==> src/hdl/vcpc_pkg.sv <==
// Shared types and constants of the class-pair count matrix block.
package vcpc_pkg;

  localparam int TableEntries = 16;
  localparam int VectorCoords = 4;
  localparam int CoordBits    = 16;
  localparam int CountBits    = 32;
  localparam int LabelBits    = 40;
  localparam int IdxBits      = $clog2(TableEntries);
  localparam int AddrBits     = 2 * IdxBits;
  localparam int Cells        = TableEntries * TableEntries;

  typedef enum logic [1:0] {
    OpLoad  = 2'd0,
    OpCount = 2'd1,
    OpRead  = 2'd2,
    OpClear = 2'd3
  } op_e;

  typedef logic [CoordBits-1:0]       coord_t;
  typedef coord_t [VectorCoords-1:0]  vec_t;
  typedef logic [LabelBits-1:0]       label_t;
  typedef logic [IdxBits-1:0]         idx_t;
  typedef logic [CountBits-1:0]       count_t;

  localparam count_t CountMax = {CountBits{1'b1}};

  // Classifier result for one vector.
  typedef struct packed {
    logic hit;
    idx_t cls;
  } match_t;

endpackage

==> src/hdl/vcpc_match.sv <==
// Parallel table match and label-class lookup for one vector.
module vcpc_match (
  input  vcpc_pkg::vec_t                              query_i,
  input  vcpc_pkg::vec_t [vcpc_pkg::TableEntries-1:0] entry_vec_i,
  input  vcpc_pkg::label_t [vcpc_pkg::TableEntries-1:0] entry_label_i,
  input  logic [vcpc_pkg::TableEntries-1:0]           entry_valid_i,
  output vcpc_pkg::match_t                            match_o
);
  import vcpc_pkg::*;

  logic [TableEntries-1:0] hit;
  logic [TableEntries-1:0] same;
  idx_t                    win;
  label_t                  win_label;
  idx_t                    cls;

  always_comb begin
    for (int j = 0; j < TableEntries; j++) begin
      hit[j] = entry_valid_i[j] && (entry_vec_i[j] == query_i);
    end
  end

  // lowest matching entry wins
  always_comb begin
    win = '0;
    for (int j = TableEntries - 1; j >= 0; j--) begin
      if (hit[j]) win = idx_t'(j);
    end
  end

  assign win_label = entry_label_i[win];

  always_comb begin
    for (int k = 0; k < TableEntries; k++) begin
      same[k] = entry_valid_i[k] && (entry_label_i[k] == win_label);
    end
  end

  // class is the lowest valid entry sharing the winner's label
  always_comb begin
    cls = '0;
    for (int k = TableEntries - 1; k >= 0; k--) begin
      if (same[k]) cls = idx_t'(k);
    end
  end

  assign match_o.hit = |hit;
  assign match_o.cls = (|hit) ? cls : '0;

endmodule

==> config.mk <==
export PLATFORM = sky130hd
export DESIGN_NAME = vcpc_match
export DESIGN_NICKNAME = d
export VERILOG_FILES = /design/src/hdl/vcpc_pkg.sv /design/src/hdl/vcpc_match.sv
export SDC_FILE = /design/constraint.sdc
export NUM_CORES = 2
export LEC_CHECK = 0
export ABC_AREA = 1
export BUFFER_PORTS_ARGS = -buffer_cell sky130_fd_sc_hd__buf_2
export CAP_MARGIN = 0
export CORE_AREA = 3 3 687 689
export DETAILED_ROUTE_END_ITERATION = 12
export DIE_AREA = 0 0 690 692
export MAX_ROUTING_LAYER = met4
export PLACE_DENSITY = 0.33
export RECOVER_POWER = 25
export SYNTH_ARGS = -nofsm -noshare
export SYNTH_HDL_FRONTEND = slang
export SYNTH_SLANG_ARGS = --single-unit
==> constraint.sdc <==
create_clock -name vclk -period 10.92
set_input_delay 2.184 -clock vclk [all_inputs]
set_output_delay 2.184 -clock vclk [all_outputs]
set_load 0.005 [all_outputs]
==> results.py <==
metrics = {
    "synthesis": {
        "yosysSeqAreaShare_pct": 0,
        "synth_warnings": 0,
        "postSynthCellCount": 5612,
        "syn_area_sq_um": 29380,
        "synth_nets": 7356,
        "synth_area_per_cell_sq_um": 5.235,
        "synth_cell_type_count": 53,
    },
    "min_path": {
        "hold_depth": 8,
        "hold_start": "entry_label_i[50]",
        "worstHoldPathType": "input pin to output port",
        "holdPathEnd": "match_o[0]",
    },
    "finish": {
        "num-nets-final": 9946,
        "final_cell_mix": "1734 x buf_2, 1565 x nand2_1, 900 x buf_4",
        "multi_input_area_sq_um": 26430,
        "n_sequential_cell": 0,
        "area_delta_synth_final_pct": 100.4,
        "design_area_sq_um": 58870,
        "ff_latch_area_sq_um": 0,
        "fin_util_pct": 12.62,
        "nFillCells": 55840,
        "clock_buffers": 0,
        "final_common_cell": "buf_2",
        "drive_gt1_share_pct": 40.76,
    },
    "die": {
        "die_h_microns": 692,
        "start_util_pct": 6.295,
        "dieArea_sq_um": 477500,
        "io_pins": 1749,
        "core_area_sq_um": 466700,
        "die_w_microns": 690,
        "rows": 251,
    },
    "pwr": {
        "p_int_uw": 905.0,
        "p_per_area_nw_per_um2": 43.82,
        "power.share.sequential_pct": 0,
        "p_leak_uw": 0.02734,
        "p_comb_share_pct": 100.0,
        "ir_drop_mv": 0.03165,
        "p_sw_share_pct": 64.92,
        "p_switching_uw": 1675,
        "clkPwrFrac_pct": 0,
    },
    "timing": {
        "layout_min_cycle_time_ns": 10.94,
        "rsz0062_at_grt": "true",
        "slew_violations": 0,
        "final-setup-viol-count": 1,
        "fin_ws_ns": -0.02329,
        "post-route-period-util_pct": 100.2,
        "hold_violations": 0,
        "tightest_slew_ns": 0.9169,
        "relSlewSlack_pct": 38.67,
        "setup_tns_ns": -0.02329,
        "max_freq_mhz": 91.38,
    },
    "drt": {
        "drc": 0,
        "drt_iter0_markers": 6549,
        "ant_nets": 0,
        "wl_microns": 602700,
        "dr.pass1.iters": 7,
        "avgViaCountPerCell": 3.902,
        "vias": 58190,
        "drt-wirelength-per-cell_microns": 40.42,
    },
    "place": {
        "place_ws_ns": -2.313,
        "placed_cell_area_sq_um": 54980,
        "dpl.hpwl_microns": 554100,
        "numPortBuffers": 1749,
        "gp_congestion": 1.046,
    },
    "cts": {
        "hold_buffers": 0,
    },
    "global_routing": {
        "grtUsageTotal_pct": 24.63,
        "antenna_found_initial": 503,
        "grt_pass1_wl_microns": 720900,
        "grt_pass1_vias": 56200,
        "grt_max_degree": 41,
        "grt-ovfl-total": 0,
    },
    "job": {
        "cap_violations": 0,
    },
    "setup_path": {
        "cp-start-kind": "input pin",
        "path_class": "input pin to output port",
        "crit_path_end_kind": "output port",
        "worst_path_max_delay_cell": "nor4_4",
        "cp_max_fo": 24,
        "max_stage_delay_ns": 0.50,
        "crit_required_ns": 8.74,
        "crit_arrival_ns": 8.76,
    },
    "outcome": {
        "status": "finished, violations left",
        "violations": "negative setup slack",
    },
}
cells in the mapped netlist (46+ instances only):
| cell type | count | share of area [%] |
|---|---|---|
| nand4_1 | 109 | 2.3 |
| a221oi_1 | 92 | 2.7 |
| nand3_1 | 487 | 8.3 |
| or2_2 | 57 | 1.2 |
| nand2_1 | 1608 | 21 |
| inv_2 | 55 | 0.70 |
| buf_2 | 184 | 3.1 |
| buf_4 | 90 | 2.3 |
| nor4_1 | 132 | 2.8 |
| a21oi_1 | 72 | 1.2 |
| a22o_1 | 68 | 2.0 |
| nand3b_1 | 46 | 1.2 |
| nor2_1 | 369 | 4.7 |
| xnor2_1 | 189 | 5.6 |
| o22ai_1 | 340 | 7.2 |
| o21ai_0 | 483 | 8.2 |
| inv_1 | 554 | 7.1 |
| xor2_1 | 375 | 11 |
layout make-up:
type	instances	share of cell area, %
antenna	513	2.181
tap	6198	13.17
inverter	614	4.008
timing repair buffer	2941	35.74
multi-input combinational	4645	44.90
metal layers:
| layer | track usage [%] | share of wire (%) |
|---|---|---|
| met3 | 5.600 | 7.0 |
| met4 | 17.65 | 9.5 |
| met2 | 43.50 | 50 |
| met1 | 23.74 | 34 |
| met5 | - | 0 |
power groups by stage:
stage / clock network, uW / registers [uW] / logic [uW]
4_1_cts: 0 / 0 / 2530
2_1_floorplan: 0 / 0 / 721
3_5_place_dp: 0 / 0 / 2480
6_report: 0.00633 / 0 / 2580
3_3_place_gp: 0 / 0 / 2500
5_1_grt: 0.00600 / 0 / 2630
what timing repair did:
item | CTS | global route
hold endpoints to repair | 0 | 0
gates resized for setup | 327 | 189
pin swaps | 46 | 53
endpoints found under the setup margin | 4 | 4
cloned | 4 | 5
buffers inserted | 19 | 20
worst max-delay path by stage:
| stage | from | endpoint | slack [ns] | cells past startpoint |
|---|---|---|---|---|
| CTS | query_i[19] | match_o[0] | -0.13 | 49 |
| floorplan | query_i[44] | match_o[0] | 2.71 | 33 |
| global route | query_i[43] | match_o[0] | -0.29 | 58 |
| detailed placement | query_i[19] | match_o[1] | -2.31 | 39 |
| global placement | query_i[19] | match_o[1] | -2.40 | 39 |
| finish | query_i[20] | match_o[0] | -0.02 | 39 |
cells by family after synthesis:
logic type / count (synthesis) / synth area share, %
buf+inv: 968 / 15.33
compound gates: 1191 / 25.03
simple gates: 2889 / 42.83
xor+xnor: 564 / 16.82
stage by stage:
step	power, uW	hold WS, ns	instances
global placement	2501	5.148	14350
floorplan	721.3	4.657	5612
CTS	2530	5.168	14370
finish	2580	5.128	14910
global route	2633	5.155	14880
detailed placement	2480	5.160	14350
critical path, delay by kind of cell:
family                 cells  cell delay (ns)
buffers and inverters     17             2.77
AOI/OAI and AO/OA          5             1.10
and+or+nand+nor           17             2.54
Power figures use the tool's default switching activity.
